[config.mk]
export PLATFORM = sky130hd
export DESIGN_NAME = keypad_combination_lock
export DESIGN_NICKNAME = d
export VERILOG_FILES = /design/src/sv/kcl_pkg.sv /design/src/sv/kcl_code_cmp.sv /design/src/sv/kcl_cfg.sv /design/src/sv/kcl_core.sv /design/src/sv/keypad_combination_lock.sv
export SDC_FILE = /design/constraint.sdc
export NUM_CORES = 1
export LEC_CHECK = 0
export BUFFER_PORTS_ARGS = -buffer_cell sky130_fd_sc_hd__buf_2
export CELL_PAD_IN_SITES_DETAIL_PLACEMENT = 1
export CELL_PAD_IN_SITES_GLOBAL_PLACEMENT = 2
export CORE_MARGIN = 10
export CORE_UTILIZATION = 31
export CTS_BUF_LIST = sky130_fd_sc_hd__clkbuf_4 sky130_fd_sc_hd__clkbuf_8
export DETAILED_ROUTE_END_ITERATION = 8
export GPL_ROUTABILITY_DRIVEN = 0
export HOLD_SLACK_MARGIN = 0.08
export PLACE_DENSITY_LB_ADDON = 0.1
export SETUP_SLACK_MARGIN = 0.1
export SYNTH_ARGS = -nofsm -noshare
export SYNTH_HDL_FRONTEND = slang
export SYNTH_SLANG_ARGS = --single-unit
[constraint.sdc]
create_clock -name clk -period 2.62 [get_ports clk]
set_input_delay 0.262 -clock clk [delete_from_list [all_inputs] [get_ports clk]]
set_output_delay 0.262 -clock clk [all_outputs]
set_load 0.02 [all_outputs]
[src/sv/kcl_pkg.sv]
// ----------------------------------------------------------------------------
// kcl_pkg: shared types and constants of the keypad combination lock
// Key codes, event codes, mode encoding, code buffer types and the result
// bundle passed from the lock core to the output stage.
// ----------------------------------------------------------------------------
package kcl_pkg;

  // Code buffer geometry
  localparam int MAX_DIGITS = 6;
  localparam int CNT_W      = $clog2(MAX_DIGITS + 1);
  localparam int IDX_W      = (MAX_DIGITS > 1) ? $clog2(MAX_DIGITS) : 1;
  localparam int DIGIT_W    = 4;

  // Factory code 1 2 3 4, cut to the buffer size
  localparam int RESET_LEN  = (MAX_DIGITS < 4) ? MAX_DIGITS : 4;

  // Fixed field widths on the ports
  localparam int KEY_W      = 4;
  localparam int EV_W       = 4;
  localparam int MODE_W     = 3;
  localparam int LEN_W      = 3;
  localparam int TRIES_W    = 4;

  // Configuration port
  localparam int ADDR_W     = 3;
  localparam int DATA_W     = 32;
  localparam logic [ADDR_W-3:0] REG_ATTEMPT_LIMIT = '0;
  localparam logic [TRIES_W-1:0] LIMIT_RESET = TRIES_W'(3);

  // Input kinds
  localparam logic KIND_KEY    = 1'b0;
  localparam logic KIND_REMOTE = 1'b1;

  // Key codes
  localparam logic [KEY_W-1:0] KEY_A    = 4'd10;
  localparam logic [KEY_W-1:0] KEY_C    = 4'd12;
  localparam logic [KEY_W-1:0] KEY_HASH = 4'd14;
  localparam logic [KEY_W-1:0] KEY_STAR = 4'd15;

  typedef enum logic [EV_W-1:0] {
    EV_TAKEN    = 4'd0,
    EV_FULL     = 4'd1,
    EV_EMPTY    = 4'd2,
    EV_GRANTED  = 4'd3,
    EV_WRONG    = 4'd4,
    EV_LOCKOUT  = 4'd5,
    EV_BADCUR   = 4'd6,
    EV_CANCEL   = 4'd7,
    EV_SAVED    = 4'd8,
    EV_MISMATCH = 4'd9,
    EV_IGNORED  = 4'd10,
    EV_REMOTE   = 4'd11,
    EV_HINT     = 4'd12,
    EV_CUROK    = 4'd13,
    EV_NEWTAKEN = 4'd14
  } ev_code_t;

  typedef enum logic [MODE_W-1:0] {
    MODE_NORMAL  = 3'd0,
    MODE_CUR     = 3'd1,
    MODE_NEW     = 3'd2,
    MODE_CONFIRM = 3'd3,
    MODE_LOCKED  = 3'd4
  } mode_t;

  typedef logic [MAX_DIGITS-1:0][DIGIT_W-1:0] digits_t;
  typedef logic [CNT_W-1:0] count_t;

  // Outcome of one item, as seen after the item
  typedef struct packed {
    ev_code_t            ev;
    mode_t               mode;
    count_t              len;
    logic [TRIES_W-1:0]  tries;
  } result_t;

endpackage

[src/sv/kcl_code_cmp.sv]
// ----------------------------------------------------------------------------
// kcl_code_cmp: code comparator
// Two codes match when their lengths are equal and every held digit agrees.
// ----------------------------------------------------------------------------
module kcl_code_cmp (
  input  kcl_pkg::digits_t a,
  input  kcl_pkg::count_t  na,
  input  kcl_pkg::digits_t b,
  input  kcl_pkg::count_t  nb,
  output logic             equal
);
  import kcl_pkg::*;

  logic [MAX_DIGITS-1:0] digit_ok;

  // Per-position check, positions past the length always pass
  always_comb begin
    for (int i = 0; i < MAX_DIGITS; i++) begin
      digit_ok[i] = (count_t'(i) >= na) || (a[i] == b[i]);
    end
  end

  assign equal = (na == nb) && (&digit_ok);

endmodule

[src/sv/kcl_cfg.sv]
// ----------------------------------------------------------------------------
// kcl_cfg: configuration register port
// APB-style slave holding the attempt limit register.
// ----------------------------------------------------------------------------
module kcl_cfg (
  input  logic                              clk,
  input  logic                              rst,
  input  logic                              psel,
  input  logic                              penable,
  input  logic                              pwrite,
  input  logic [kcl_pkg::ADDR_W-1:0]        paddr,
  input  logic [kcl_pkg::DATA_W-1:0]        pwdata,
  output logic [kcl_pkg::DATA_W-1:0]        prdata,
  output logic                              pready,
  output logic [kcl_pkg::TRIES_W-1:0]       attempt_limit
);
  import kcl_pkg::*;

  logic                 wr_en;
  logic                 sel_limit;

  assign pready    = 1'b1;
  assign sel_limit = (paddr[ADDR_W-1:2] == REG_ATTEMPT_LIMIT);
  assign wr_en     = psel && penable && pwrite && pready && sel_limit;

  // Attempt limit register
  always_ff @(posedge clk) begin
    if (rst) begin
      attempt_limit <= LIMIT_RESET;
    end else if (wr_en) begin
      attempt_limit <= pwdata[TRIES_W-1:0];
    end
  end

  // Read back
  assign prdata = sel_limit ? DATA_W'(attempt_limit) : '0;

endmodule

[src/sv/kcl_core.sv]
// ----------------------------------------------------------------------------
// kcl_core: lock state and next-state decision
// Holds the entry buffer, stored code, pending new code, attempt count and
// mode, and works out one key or remote event per cycle in which step is high.
// ----------------------------------------------------------------------------
module kcl_core (
  input  logic                         clk,
  input  logic                         rst,
  input  logic                         step,
  input  logic                         kind,
  input  logic [kcl_pkg::KEY_W-1:0]    key,
  input  logic [kcl_pkg::TRIES_W-1:0]  attempt_limit,
  output kcl_pkg::result_t             result
);
  import kcl_pkg::*;

  mode_t               mode, mode_next;
  digits_t             entry_digits, entry_digits_next;
  count_t              entry_count, entry_count_next;
  digits_t             stored_digits, stored_digits_next;
  count_t              stored_count, stored_count_next;
  digits_t             pending_digits, pending_digits_next;
  count_t              pending_count, pending_count_next;
  logic [TRIES_W-1:0]  tries_left, tries_left_next;
  ev_code_t            ev;

  logic                match_stored;
  logic                match_pending;
  logic [IDX_W-1:0]    push_idx;
  logic [IDX_W-1:0]    pop_idx;

  // Entry against stored code and against pending new code
  kcl_code_cmp u_cmp_stored (
    .a     (entry_digits),
    .na    (entry_count),
    .b     (stored_digits),
    .nb    (stored_count),
    .equal (match_stored)
  );

  kcl_code_cmp u_cmp_pending (
    .a     (entry_digits),
    .na    (entry_count),
    .b     (pending_digits),
    .nb    (pending_count),
    .equal (match_pending)
  );

  assign push_idx = entry_count[IDX_W-1:0];
  assign pop_idx  = IDX_W'(entry_count - 1'b1);

  // Next-state decision for one item
  always_comb begin
    mode_next           = mode;
    entry_digits_next   = entry_digits;
    entry_count_next    = entry_count;
    stored_digits_next  = stored_digits;
    stored_count_next   = stored_count;
    pending_digits_next = pending_digits;
    pending_count_next  = pending_count;
    tries_left_next     = tries_left;
    ev                  = EV_TAKEN;

    if (mode == MODE_LOCKED) begin
      // Only a remote command gets through
      if (kind == KIND_REMOTE) begin
        mode_next         = MODE_NORMAL;
        tries_left_next   = attempt_limit;
        entry_digits_next = '0;
        entry_count_next  = '0;
        ev                = EV_REMOTE;
      end else begin
        ev = EV_IGNORED;
      end
    end else if (kind == KIND_REMOTE) begin
      ev = EV_IGNORED;
    end else if (key == KEY_STAR) begin
      // Star opens the change flow, or cancels it
      entry_digits_next = '0;
      entry_count_next  = '0;
      if (mode == MODE_NORMAL) begin
        mode_next = MODE_CUR;
        ev        = EV_TAKEN;
      end else begin
        mode_next = MODE_NORMAL;
        ev        = EV_CANCEL;
      end
    end else if (key == KEY_HASH) begin
      // Submit
      unique case (mode)
        MODE_CUR: begin
          entry_digits_next = '0;
          entry_count_next  = '0;
          mode_next         = match_stored ? MODE_NEW : MODE_NORMAL;
          ev                = match_stored ? EV_CUROK : EV_BADCUR;
        end
        MODE_NEW: begin
          if (entry_count == '0) begin
            ev = EV_EMPTY;
          end else begin
            pending_digits_next = entry_digits;
            pending_count_next  = entry_count;
            entry_digits_next   = '0;
            entry_count_next    = '0;
            mode_next           = MODE_CONFIRM;
            ev                  = EV_NEWTAKEN;
          end
        end
        MODE_CONFIRM: begin
          if (entry_count == '0) begin
            ev = EV_EMPTY;
          end else begin
            if (match_pending) begin
              stored_digits_next = pending_digits;
              stored_count_next  = pending_count;
            end
            entry_digits_next = '0;
            entry_count_next  = '0;
            mode_next         = MODE_NORMAL;
            ev                = match_pending ? EV_SAVED : EV_MISMATCH;
          end
        end
        default: begin
          // Normal entry: grant, wrong code or lockout
          if (entry_count == '0) begin
            ev = EV_EMPTY;
          end else begin
            entry_digits_next = '0;
            entry_count_next  = '0;
            if (match_stored) begin
              tries_left_next = attempt_limit;
              ev              = EV_GRANTED;
            end else if (tries_left <= TRIES_W'(1)) begin
              tries_left_next = '0;
              mode_next       = MODE_LOCKED;
              ev              = EV_LOCKOUT;
            end else begin
              tries_left_next = tries_left - 1'b1;
              ev              = EV_WRONG;
            end
          end
        end
      endcase
    end else if (key == KEY_C) begin
      // Backspace, no effect on an empty buffer
      if (entry_count != '0) begin
        entry_count_next           = entry_count - 1'b1;
        entry_digits_next[pop_idx] = '0;
      end
    end else if (key < KEY_A) begin
      // Digit append, dropped when the buffer is full
      if (entry_count < count_t'(MAX_DIGITS)) begin
        entry_digits_next[push_idx] = key;
        entry_count_next            = entry_count + 1'b1;
      end else begin
        ev = EV_FULL;
      end
    end else begin
      // Letters A, B, D
      ev = (mode == MODE_NORMAL) ? EV_HINT : EV_TAKEN;
    end
  end

  // State registers
  always_ff @(posedge clk) begin
    if (rst) begin
      mode           <= MODE_NORMAL;
      entry_digits   <= '0;
      entry_count    <= '0;
      pending_digits <= '0;
      pending_count  <= '0;
      tries_left     <= LIMIT_RESET;
      stored_count   <= count_t'(RESET_LEN);
      for (int i = 0; i < MAX_DIGITS; i++) begin
        stored_digits[i] <= (i < RESET_LEN) ? DIGIT_W'(i + 1) : '0;
      end
    end else if (step) begin
      mode           <= mode_next;
      entry_digits   <= entry_digits_next;
      entry_count    <= entry_count_next;
      stored_digits  <= stored_digits_next;
      stored_count   <= stored_count_next;
      pending_digits <= pending_digits_next;
      pending_count  <= pending_count_next;
      tries_left     <= tries_left_next;
    end
  end

  assign result = '{ev: ev, mode: mode_next, len: entry_count_next, tries: tries_left_next};

`ifndef SYNTHESIS
  // Entry and pending buffer lengths never pass the buffer size
  a_entry_bound: assert property (@(posedge clk) disable iff (rst)
    (entry_count <= count_t'(MAX_DIGITS)) && (pending_count <= count_t'(MAX_DIGITS))
  ) else $error("code buffer length out of range");

  // Locked mode always comes with no attempts left
  a_locked_tries: assert property (@(posedge clk) disable iff (rst)
    (mode == MODE_LOCKED) |-> (tries_left == '0)
  ) else $error("locked with attempts left");

  // A keypad press while locked changes nothing
  a_locked_hold: assert property (@(posedge clk) disable iff (rst)
    (step && (mode == MODE_LOCKED) && (kind == KIND_KEY)) |=>
      ((mode == MODE_LOCKED) && $stable(entry_count) && $stable(stored_digits))
  ) else $error("state changed on a key while locked");

  // The stored code only changes on a confirmed save
  a_store_on_save: assert property (@(posedge clk) disable iff (rst)
    (step && (ev != EV_SAVED)) |=> $stable(stored_digits) && $stable(stored_count)
  ) else $error("stored code changed without a save");
`endif

endmodule

[src/sv/keypad_combination_lock.sv]
// ----------------------------------------------------------------------------
// keypad_combination_lock: keypad combination lock with change-code flow
// Top level: input handshake, lock core, configuration port, result register.
// ----------------------------------------------------------------------------
// The lock takes one key or remote-unlock transfer per clock and returns one
// result transfer for each in the cycle after it is accepted. The whole
// decision for an item (six-digit code compare, attempt count, mode change)
// is combinational, between the state registers and the result register, so
// a new item is taken every cycle while the result register is empty or being
// drained; only a stalled result register holds off input. Register 0 at
// byte address 0 is the attempt limit (reset 3), loaded into the attempt
// count on a grant or a remote unlock. The stored code resets to 1 2 3 4.
module keypad_combination_lock (
  input  logic                              clk,
  input  logic                              rst,
  // Input stream
  input  logic                              s_tvalid,
  output logic                              s_tready,
  input  logic [7:0]                        s_tdata,  // [3:0] key_code
  input  logic                              s_tuser,  // [0] kind
  // Result stream
  output logic                              m_tvalid,
  input  logic                              m_tready,
  // [3:0] event_res, [6:4] mode_now, [9:7] entry_length,
  // [13:10] attempts_remaining
  output logic [15:0]                       m_tdata,
  // Configuration port
  input  logic                              psel,
  input  logic                              penable,
  input  logic                              pwrite,
  input  logic [kcl_pkg::ADDR_W-1:0]        paddr,
  input  logic [kcl_pkg::DATA_W-1:0]        pwdata,
  output logic [kcl_pkg::DATA_W-1:0]        prdata,
  output logic                              pready
);
  import kcl_pkg::*;

  logic                 step;
  logic [TRIES_W-1:0]   attempt_limit;
  result_t              result;
  logic [15:0]          out_data;

  // Input accepted whenever the result register is free or draining
  assign s_tready = !m_tvalid || m_tready;
  assign step     = s_tvalid && s_tready;

  kcl_cfg u_cfg (
    .clk           (clk),
    .rst           (rst),
    .psel          (psel),
    .penable       (penable),
    .pwrite        (pwrite),
    .paddr         (paddr),
    .pwdata        (pwdata),
    .prdata        (prdata),
    .pready        (pready),
    .attempt_limit (attempt_limit)
  );

  kcl_core u_core (
    .clk           (clk),
    .rst           (rst),
    .step          (step),
    .kind          (s_tuser),
    .key           (s_tdata[KEY_W-1:0]),
    .attempt_limit (attempt_limit),
    .result        (result)
  );

  // Result register
  always_ff @(posedge clk) begin
    if (rst) begin
      m_tvalid <= 1'b0;
    end else if (step) begin
      m_tvalid <= 1'b1;
    end else if (m_tready) begin
      m_tvalid <= 1'b0;
    end
  end

  always_ff @(posedge clk) begin
    if (step) begin
      out_data <= {2'b00, result.tries, LEN_W'(result.len), result.mode, result.ev};
    end
  end

  assign m_tdata = out_data;

endmodule
==> metrics.csv, run 1 <==
stage,metric,value,unit
power,p_sw,1.04,mW
global_route,antenna_found_initial,0,
power,switching_share,30.2,%
routing,dr_wl_met3,593,um
routing,wl,22400,um
critical_path,worstRegToRegCells,7,
routing,wl_met2,11700,um
power,powerDensity,440,mW/mm^2
floorplanning,die_area,0.0262,mm^2
critical_path,path_common_cell,nand4_1,
floorplanning,io-pin-count,102,
sta,tns,0,ns
floorplanning,die_h,162,um
sta,fin_skew,0.0136,ns
sta,timing.hold.ws,0.0998,ns
cts,clock-sinks,107,
cts,cts_max_level,3,
power,seqPwrFrac,49.6,%
placed_design,dp_cells,1095,
sta,finalHoldViolCount,0,
sta,final.min_clock_period,2.57,ns
critical_path,timing.rr.end,u_core.stored_digits[5],
synth,ys_ff_latch,107,
critical_path,r2r_slack,0.05,ns
finish,diodes,0,
synth,synth_top_area_cell,dfxtp_1,
finish,finalNonFillerCells,1130,
critical_path,max_stage_delay,0.68,ns
critical_path,r2r-start,u_core.entry_digits[3],
routing,drc,0,
floorplanning,start_util,31.8,%
cts,cts-root-buf,clkbuf_8,
power,comb_power_share,17.8,%
global_route,grt_max_degree,64,
synth,syn_area,0.00623,mm^2
routing,ant_nets,0,
sta,max_clock_freq,388,MHz
power,power_frac_clock,32.6,%
routing,dr.pass1.iters,4,
critical_path,startpoint,u_core.entry_digits[3],
finish,area_growth,25.0,%
critical_path,worstPathCellList,"xnor2_2, nand4_1, a221oi_4, nand4_1, or4_4, buf_12, a211o_1",
synth,synth_common_cells,"nand2_1, dfxtp_1, a21oi_1",
synth,synth_enable_flop_cells,14,
critical_path,worst-setup-path-type,flip-flop to flip-flop,
synth,syn_area_per_cell,8.05,um^2
critical_path,cp_data_arrival_time,2.86,ns
routing,via_per_inst,5.15,
routing,wl_per_cell,19.9,um
sta,worstMarginPinSlew,0.782,ns
power,total_power,3.43,mW
critical_path,crit_path_end_kind,flip-flop,
routing,drt_first_iter_violations,264,
routing,topRoutingLayerUsed,met4,
cts,cts_tree,yes,
placed_design,port_buffers,36,
synth,yosysSeqAreaShare,36.6,%
outcome,status,finished clean,
cts,clk_latency,0.40,ns
sta,slew_headroom,47.9,%
routing,via_count,5822,
synth,yosys_warnings,0,
critical_path,start_kind,flip-flop,
floorplanning,rows,51,
critical_path,critPathSlowestCell,or4_4,
sta,rsz0062_at_grt,yes,
sta,fin_crit_sh,98.3,%
hold_path,hp-class,input pin to flip-flop,
global_route,grt_pass1_wl,35100,um
run,max_cap_violations,0,
cts,clockBufferDepth,2,
power,intPower,2.40,mW
finish,nNetsFinal,920,
floorplanning,coreArea,0.0196,mm^2
synth,ys_types,70,
global_route,gr-total-overflow,0,
synth,synth_top_area_share,29.9,%
power,vdd_ir_drop_max,230,uV
synth,synthFlopType,dfxtp_1,
finish,drive_above_1_share,25.1,%
power,leakagePower,3.07,nW
sta,setup_viol,0,
placed_design,hpwlAfterDp,15300,um
floorplanning,die_w,162,um
sta,slew_violations,0,
global_route,grt_pass1_vias,6212,
cts,path_clk_slew,0.10,ns
synth,ys_async_sr_fraction,0,%
synth,synth_area_leaders,"dfxtp_1, a21oi_1, edfxtp_1",
critical_path,cp_max_fo,8,
synth,synth_cells,774,
global_route,grtUsageTotal,16.7,%
critical_path,crit_end,u_core.stored_digits[5],
synth,synth.most_common_cell,nand2_1,
routing,wl_met1,9870,um
critical_path,required,2.91,ns
cts,numCtsBuffers,9,
-- worst max-delay path: cells and delay by family, from the launching register on --
kind	cells	cell delay [ns]
and+or+nand+nor	3	1.14
xor gates and xnor gates	1	0.17
AOI/OAI and AO/OA	2	0.58
DFF	1	0.37
buffers and inverters	1	0.21
-- layer usage --
| metal | track usage [%] | vias to the layer above |
|---|---|---|
| li1 | - | 2846 |
| met1 | 19.5 | 2893 |
| met2 | 30.5 | 64 |
| met3 | 3.39 | 19 |
| met4 | 4.22 | 0 |
| met5 | 0 | - |
-- through the flow --
stage / area, um^2 / utilization [%] / setup WS, ns
after floorplan: 6350 / - / 0.130
after global placement: 6970 / 35.6 / -0.0622
after detailed placement: 6970 / 35.6 / -0.0513
after CTS: 7460 / 38.1 / 0.0663
after global routing: 7790 / 39.8 / -0.0284
final: 7790 / 39.8 / 0.0456
-- power groups by stage --
stage	Sequential (mW)	Combinational (mW)	Clock, mW
global placement	1.74	0.529	0
CTS	1.70	0.575	1.16
global route	1.71	0.666	1.24
floorplan	1.76	0.355	0
finish	1.70	0.611	1.12
detailed placement	1.74	0.535	0
-- layout by cell type, fill, tap and decap left out, drive strengths merged, types with 13 or more instances in the layout --
cell type,count
dfxtp,93
edfxtp,14
mux2i,24
o21ai,43
buf,119
clkbuf,13
conb,31
nand2,99
xnor2,35
inv,22
a21oi,92
xor2,20
nor2,62
nor3,48
nand3,13
-- state kept, by name, indices dropped and copies added, names as in the netlist --
| signal | count |
|---|---|
| u_core.entry_digits | 24 |
| u_core.pending_digits | 24 |
| u_core.stored_digits | 24 |
| m_tdata | 14 |
| u_cfg.attempt_limit | 4 |
| u_core.tries_left | 4 |
| u_core.entry_count | 3 |
| u_core.mode | 3 |
| u_core.pending_count | 3 |
| u_core.stored_count | 3 |
| m_tvalid | 1 |
-- kinds of logic (layout without fill, tap and decap cells) --
family / after synthesis / count (layout) / synth area share [%]
AOI/OAI and AO/OA: 200 / 200 / 19.7
xor gates and xnor gates: 55 / 55 / 7.73
adders and majority gates: 9 / 9 / 1.81
buffers and inverters: 99 / 161 / 8.72
DFF: 107 / 107 / 36.6
muxes: 24 / 24 / 3.86
other: 2 / 31 / 0.121
and+or+nand+nor: 278 / 278 / 21.5
-- area by class of cell --
class / count / area [um^2]
Inverter: 23 / 90.1
Clock buffer: 12 / 153
Sequential cell: 107 / 2320
Tap cell: 265 / 332
Fill cell: 2366 / 11800
Multi-Input combinational cell: 597 / 3860
Clock inverter: 4 / 58.8
Timing Repair Buffer: 122 / 971
-- what timing repair did --
| action | CTS | global route |
|---|---|---|
| endpoints found under the hold margin | 1 | 0 |
| buffers inserted | 8 | 6 |
| pin swaps | 15 | 11 |
| setup endpoints to repair | 40 | 53 |
| hold buffers | 1 | 0 |
| gates cloned | 2 | 2 |
| resized for setup | 43 | 49 |
-- how the worst min path moves through the flow --
stage,from,endpoint,slack (ns),depth (start not counted)
2_1_floorplan,s_tvalid,m_tvalid,0.39,2
3_3_place_gp,u_core.pending_count[0],u_core.pending_count[0],0.47,2
3_5_place_dp,u_core.pending_digits[3],u_core.pending_digits[3],0.48,2
4_1_cts,pwdata[3],u_cfg.attempt_limit[3],0.08,3
5_1_grt,pwdata[3],u_cfg.attempt_limit[3],0.1,3
6_report,pwdata[3],u_cfg.attempt_limit[3],0.1,3
(Power assumes the default switching activity.)
==> inputs of run 2 (changes only) <==
--- a/config.mk
+++ b/config.mk
@@ -6,15 +6,16 @@
 export NUM_CORES = 1
 export LEC_CHECK = 0
 export BUFFER_PORTS_ARGS = -buffer_cell sky130_fd_sc_hd__buf_2
+export CAP_MARGIN = 20
 export CELL_PAD_IN_SITES_DETAIL_PLACEMENT = 1
 export CELL_PAD_IN_SITES_GLOBAL_PLACEMENT = 2
-export CORE_MARGIN = 10
+export CORE_MARGIN = 3
 export CORE_UTILIZATION = 31
 export CTS_BUF_LIST = sky130_fd_sc_hd__clkbuf_4 sky130_fd_sc_hd__clkbuf_8
 export DETAILED_ROUTE_END_ITERATION = 8
 export GPL_ROUTABILITY_DRIVEN = 0
 export HOLD_SLACK_MARGIN = 0.08
-export PLACE_DENSITY_LB_ADDON = 0.1
+export PLACE_DENSITY = 0.76
 export SETUP_SLACK_MARGIN = 0.1
 export SYNTH_ARGS = -nofsm -noshare
 export SYNTH_HDL_FRONTEND = slang
==> run 2 against run 1 <==
  * Clock power about the same
  * Core utilization is 1.8 points lower
  * Routed wire length shrank 9.4%
  * First-iteration DRC count down 11%
  * Sequential share of layout area grew 1.3 points
  * Maximum frequency rose by 0.57%
  * Die area decreased by 17%
  * Largest cell class unchanged
==> metrics.csv, run 2 (synthesis gave the netlist of run 1 again) <==
stage,metric,value,unit,change
sta,slew_headroom,57.5,%,+9.6 points
sta,fin_crit_sh,97.7,%,-0.56 points
finish,nNetsFinal,902,,-2.0%
hold_path,hp-class,input pin to flip-flop,,
routing,via_per_inst,5.18,,+0.50%
power,leakagePower,2.92,nW,-5.0%
global_route,antenna_found_initial,0,,unchanged
floorplanning,io-pin-count,102,,unchanged
placed_design,port_buffers,36,,unchanged
routing,ant_nets,0,,unchanged
global_route,grtUsageTotal,18.8,%,+2.1 points
critical_path,start_kind,flip-flop,,
critical_path,required,2.91,ns,about the same
finish,layout_common_cells,"nand2_1, a21oi_1, dfxtp_1, buf_4, nor2_1",,
cts,path_clk_slew,0.11,ns,about the same
floorplanning,die_h,148,um,-8.7%
finish,n_fill_cell,2392,,+1.1%
global_route,grt_max_degree,88,,+38%
routing,drc,0,,unchanged
floorplanning,start_util,31.8,%,unchanged
finish,final_util,38.0,%,-1.8 points
placed_design,dp_cells,1084,,-1.0%
global_route,grt_pass1_vias,6130,,-1.3%
sta,rsz0062_at_grt,yes,,
sta,fin_skew,0.0164,ns,+0.00277 ns
routing,wl_per_cell,18.3,um,-7.9%
power,powerDensity,450,mW/mm^2,+2.2%
placed_design,hpwlAfterDp,14200,um,-7.3%
sta,slew_violations,0,,unchanged
power,vdd_ir_drop_max,299,uV,+30%
sta,setup_viol,0,,unchanged
run,max_cap_violations,0,,unchanged
floorplanning,die_area,0.0218,mm^2,-17%
floorplanning,die_w,148,um,-8.7%
outcome,status,finished clean,,
global_route,gr-total-overflow,0,,unchanged
routing,dr.pass1.iters,4,,unchanged
cts,clockBufferDepth,2,,unchanged
sta,max_clock_freq,391,MHz,+0.57%
routing,via_count,5758,,-1.1%
finish,largestRegisters,"u_core.entry_digits (24), u_core.pending_digits (24), u_core.stored_digits (24)",,
critical_path,cp_data_arrival_time,2.85,ns,about the same
finish,final_common_cell,nand2_1,,
cts,clk_latency,0.40,ns,about the same
cts,clock-sinks,107,,unchanged
sta,timing.hold.ws,0.0957,ns,-0.00406 ns
critical_path,worst-setup-path-type,flip-flop to flip-flop,,
routing,wl,20300,um,-9.4%
routing,drt_first_iter_violations,234,,-11%
floorplanning,coreArea,0.0196,mm^2,unchanged
finish,area_growth,19.5,%,
cts,cts_max_level,3,,unchanged
sta,timing.final.ws_setup,0.0603,ns,+0.0147 ns
critical_path,crit_path_end_kind,flip-flop,,
floorplanning,rows,51,,unchanged
sta,finalHoldViolCount,0,,unchanged
sta,final.min_clock_period,2.56,ns,-0.0147 ns
cts,numCtsBuffers,9,,unchanged
cts,cts_tree,yes,,
placed_design,dp_slack,-0.0818,ns,-0.0305 ns
finish,finalNonFillerCells,1112,,-1.6%
finish,diodes,0,,unchanged
critical_path,cp_max_fo,8,,unchanged
cts,cts-root-buf,clkbuf_8,,
power,total_power,3.35,mW,-2.3%
hold_path,worstHoldPathCells,3,,unchanged
sta,worstMarginPinSlew,0.633,ns,-0.149 ns
finish,drive_above_1_share,21.6,%,-3.5 points
critical_path,worstRegToRegCells,8,,+1
global_route,grt_pass1_wl,32800,um,-6.5%
## run 2: cell count changes in the layout (fill, tap and decap cells not counted), moves of 3 or more
cell and delta:
xnor2_2 -4, buf_6 -4, xnor2_1 +4, buf_12 -3
buf_4 -9
## run 2: path summary, 6_finish.rpt
check	from	slack (ns)	end
hold reg to reg	u_core.pending_digits[19]	0.49	u_core.pending_digits[19]
setup / recovery	u_core.entry_digits[5]	0.06	u_core.stored_digits[14]
hold / removal	pwdata[3]	0.1	u_cfg.attempt_limit[3]
setup reg to reg	u_core.entry_digits[5]	0.06	u_core.stored_digits[14]
## run 2: per-stage QoR
stage | cell area [um^2] | setup TNS (ns)
2_1_floorplan | 6350 | 0
3_3_place_gp | 6860 | 0
3_5_place_dp | 6860 | -0.619
4_1_cts | 7250 | 0
5_1_grt | 7450 | -0.147
6_report | 7450 | 0
## run 2: routing by layer
layer | wire (um) | vias to the layer above | GRT usage [%]
met5 | 0 | - | 0
met4 | 484 | 0 | 5.92
met3 | 778 | 34 | 3.80
met2 | 9960 | 110 | 32.5
met1 | 9100 | 2816 | 23.7
li1 | - | 2798 | -
## run 2: worst max-delay path, stage by stage, from the launching register on
cell     delay, ns
dfxtp_1       0.43
xnor2_1       0.18
nand4_1       0.16
o22ai_1       0.20
buf_4         0.14
nand4_1       0.20
or4_4         0.66
buf_12        0.20
a211o_1       0.28
## run 2: power by group
group / switching, mW / internal (mW)
Combinational: 0.369 / 0.187
Clock: 0.613 / 0.472
Sequential: 0.0233 / 1.69
Total: 1.01 / 2.34
## run 2: repair_timing
action,CTS,global route
hold endpoints to repair,1,0
resized for setup,29,38
endpoints found under the setup margin,41,65
cloned,2,0
pin swaps,8,23
buffers inserted,5,4
hold buffers,1,0
## run 2: cell type report
| cell class | instances | area [um^2] | share of cell area, % |
|---|---|---|---|
| clock buffer | 11 | 139 | 1.87 |
| multi-input combinational | 597 | 3740 | 50.2 |
| inverter | 23 | 95.1 | 1.28 |
| clock inverter | 5 | 61.3 | 0.823 |
| sequential | 107 | 2320 | 31.1 |
| timing repair buffer | 104 | 762 | 10.2 |
| tap | 265 | 332 | 4.45 |
==> inputs of run 3 (changes only) <==
--- a/config.mk
+++ b/config.mk
@@ -10,12 +10,12 @@
 export CELL_PAD_IN_SITES_DETAIL_PLACEMENT = 1
 export CELL_PAD_IN_SITES_GLOBAL_PLACEMENT = 2
 export CORE_MARGIN = 3
-export CORE_UTILIZATION = 31
+export CORE_UTILIZATION = 37
 export CTS_BUF_LIST = sky130_fd_sc_hd__clkbuf_4 sky130_fd_sc_hd__clkbuf_8
 export DETAILED_ROUTE_END_ITERATION = 8
 export GPL_ROUTABILITY_DRIVEN = 0
 export HOLD_SLACK_MARGIN = 0.08
-export PLACE_DENSITY = 0.76
+export PLACE_DENSITY_LB_ADDON = 0.05
 export SETUP_SLACK_MARGIN = 0.1
 export SYNTH_ARGS = -nofsm -noshare
 export SYNTH_HDL_FRONTEND = slang
==> constraint.sdc (replaced) <==
create_clock -name clk -period 3.3 [get_ports clk]
set_input_delay 0.33 -clock clk [delete_from_list [all_inputs] [get_ports clk]]
set_output_delay 0.33 -clock clk [all_outputs]
set_load 0.02 [all_outputs]
==> run 3 against run 2 <==
  * Clock skew increased by 0.0020 ns
  * Critical path depth increased by 1
  * Routed wire length decreased by 7.4%
  * Combinational power decreased by 31%
  * First-iteration DRC count increased by 12%
  * Sequential share of layout area increased by 2.6 points
  * Sequential cell count unchanged
  * Global-route usage increased by 1.9 points
  * Maximum frequency decreased by 11%
  * Final area decreased by 9.2%
==> metrics.csv, run 3 (synthesis gave the netlist of run 1 again) <==
stage,metric,value,unit,change
cts,clk_latency,0.41,ns,about the same
global_route,grt_pass1_wl,30100,um,-8.3%
sta,final.min_clock_period,2.87,ns,+0.312 ns
critical_path,required,3.59,ns,+0.68 ns
power,vdd_ir_drop_max,233,uV,-22%
critical_path,cp_max_fo,33,,+25
hold_path,hp-class,input pin to flip-flop,,
finish,stdcell_area,0.00676,mm^2,-9.2%
power,leakagePower,2.66,nW,-8.9%
critical_path,cp_data_arrival_time,3.16,ns,+0.31 ns
cts,cts_resized,0,,-100%
finish,final_common_cell,nand2_1,,
power,powerDensity,382,mW/mm^2,-15%
cts,clock-sinks,107,,unchanged
floorplanning,die_w,136,um,-8.1%
floorplanning,die_area,0.0184,mm^2,-16%
routing,ant_nets,0,,unchanged
floorplanning,rows,46,,-9.8%
sta,slew_violations,0,,unchanged
global_route,antenna_found_initial,0,,unchanged
finish,multiInputGateArea,0.00353,mm^2,-5.6%
finish,layout_common_cells,"nand2_1, dfxtp_1, a21oi_1, nor2_1, nor3_1",,
sta,setup_viol,0,,unchanged
global_route,grtUsageTotal,20.8,%,+1.9 points
routing,drc,0,,unchanged
sta,finalHoldViolCount,0,,unchanged
run,max_cap_violations,0,,unchanged
routing,dr.pass1.iters,4,,unchanged
outcome,status,finished clean,,
cts,cts_max_level,3,,unchanged
floorplanning,die_h,136,um,-8.1%
cts,cts_setup_buffers,0,,-5
routing,drt_first_iter_violations,262,,+12%
placed_design,hpwlAfterDp,13500,um,-4.7%
sta,rsz0062_at_grt,no,,
critical_path,r2r-start,u_core.entry_count[1],,
routing,wl,18800,um,-7.4%
finish,area_growth,8.58,%,
global_route,grt_pass1_vias,5622,,-8.3%
critical_path,startpoint,u_core.entry_count[1],,
finish,regArea,0.00228,mm^2,-1.6%
critical_path,timing.rr.end,u_core.stored_count[2],,
cts,path_clk_slew,0.10,ns,about the same
cts,numCtsBuffers,9,,unchanged
floorplanning,io-pin-count,102,,unchanged
sta,max_clock_freq,348,MHz,-11%
finish,drive_above_1_share,11.7,%,-9.9 points
global_route,grt_max_degree,73,,-17%
routing,via_count,5556,,-3.5%
global_route,gr-total-overflow,0,,unchanged
critical_path,worst-setup-path-type,flip-flop to flip-flop,,
sta,tns,0,ns,unchanged
floorplanning,coreArea,0.0162,mm^2,-17%
sta,fin_crit_sh,87.0,%,-11 points
cts,cts-root-buf,clkbuf_8,,
cts,cts_tree,yes,,
finish,largestRegisters,"u_core.entry_digits (24), u_core.pending_digits (24), u_core.stored_digits (24)",,
sta,worstMarginPinSlew,0.896,ns,+0.263 ns
finish,diodes,0,,unchanged
routing,wl_per_cell,18.4,um,+0.84%
routing,via_per_inst,5.44,,+5.1%
cts,cts_hold_buffers,0,,-1
critical_path,crit_path_end_kind,flip-flop,,
placed_design,port_buffers,36,,unchanged
critical_path,crit_end,u_core.stored_count[2],,
finish,n_fill_cell,1989,,-17%
placed_design,place_area,0.00657,mm^2,-4.2%
critical_path,worstRegToRegCells,9,,+1
sta,fin_skew,0.0184,ns,+0.00198 ns
floorplanning,start_util,38.5,%,+6.7 points
critical_path,r2r_slack,0.43,ns,+0.37 ns
finish,nNetsFinal,861,,-4.5%
critical_path,start_kind,flip-flop,,
sta,slew_headroom,39.5,%,-18 points
cts,clockBufferDepth,2,,unchanged
run 3: cell count changes in the layout (fill, tap and decap cells not counted), moves of 5 or more:
cell	previous run	this run
dfxtp_2	14	0
dfxtp_4	5	0
dfxtp_1	74	93
buf_4	62	25
run 3: power breakdown:
| part | total [mW] | internal (mW) | switching [mW] |
|---|---|---|---|
| Clock | 0.843 | 0.367 | 0.476 |
| Sequential | 1.36 | 1.34 | 0.0190 |
| Combinational | 0.382 | 0.110 | 0.272 |
| Total | 2.58 | 1.82 | 0.768 |
run 3: stage by stage:
| stage | total power [mW] | util [%] | hold slack, ns | instances | setup slack, ns |
|---|---|---|---|---|---|
| global route | 2.71 | 41.8 | 0.147 | 1021 | 0.167 |
| CTS | 2.62 | 41.8 | 0.143 | 1021 | 0.366 |
| global placement | 1.76 | 40.6 | 0.467 | 1006 | 0.454 |
| detailed placement | 1.77 | 40.6 | 0.472 | 1006 | 0.387 |
| floorplan | 1.68 | - | 0.444 | 803 | 0.740 |
| finish | 2.58 | 41.8 | 0.163 | 1021 | 0.428 |
run 3: critical path, stage by stage, from the launching register on:
cell      delay, ns
dfxtp_1        0.42
inv_2          0.22
ha_1           0.26
nor3b_1        0.07
buf_4          0.16
a221oi_2       0.24
nand4_1        0.24
or4_1          0.59
buf_12         0.22
a211o_1        0.31
run 3: how the worst min path moves through the flow:
stage / cells after the start / from / slack (ns) / to
after floorplan: 1 / u_cfg.attempt_limit[0] / 0.44 / u_cfg.attempt_limit[0]
after global placement: 1 / u_core.stored_digits[9] / 0.47 / u_core.stored_digits[9]
after detailed placement: 1 / u_core.stored_digits[8] / 0.47 / u_core.stored_digits[8]
after CTS: 3 / pwdata[2] / 0.14 / u_cfg.attempt_limit[2]
after global routing: 3 / pwdata[2] / 0.15 / u_cfg.attempt_limit[2]
final: 3 / pwdata[2] / 0.16 / u_cfg.attempt_limit[2]
run 3: layout make-up:
class                   instances  area share [%]
clock buffers                  11            2.05
flip-flops and latches        107            33.7
multi-input cells             597            52.2
repair buffers                 63            6.03
well taps                     216            4.00
clock inverters                 4           0.740
inverters                      23            1.28
run 3: routing by layer:
metal / vias up / GRT usage [%] / wire [um]
li1: 2719 / - / -
met1: 2728 / 26.1 / 8550
met2: 86 / 36.1 / 9330
met3: 23 / 3.97 / 598
met4: 0 / 5.99 / 338
met5: - / 0 / 0
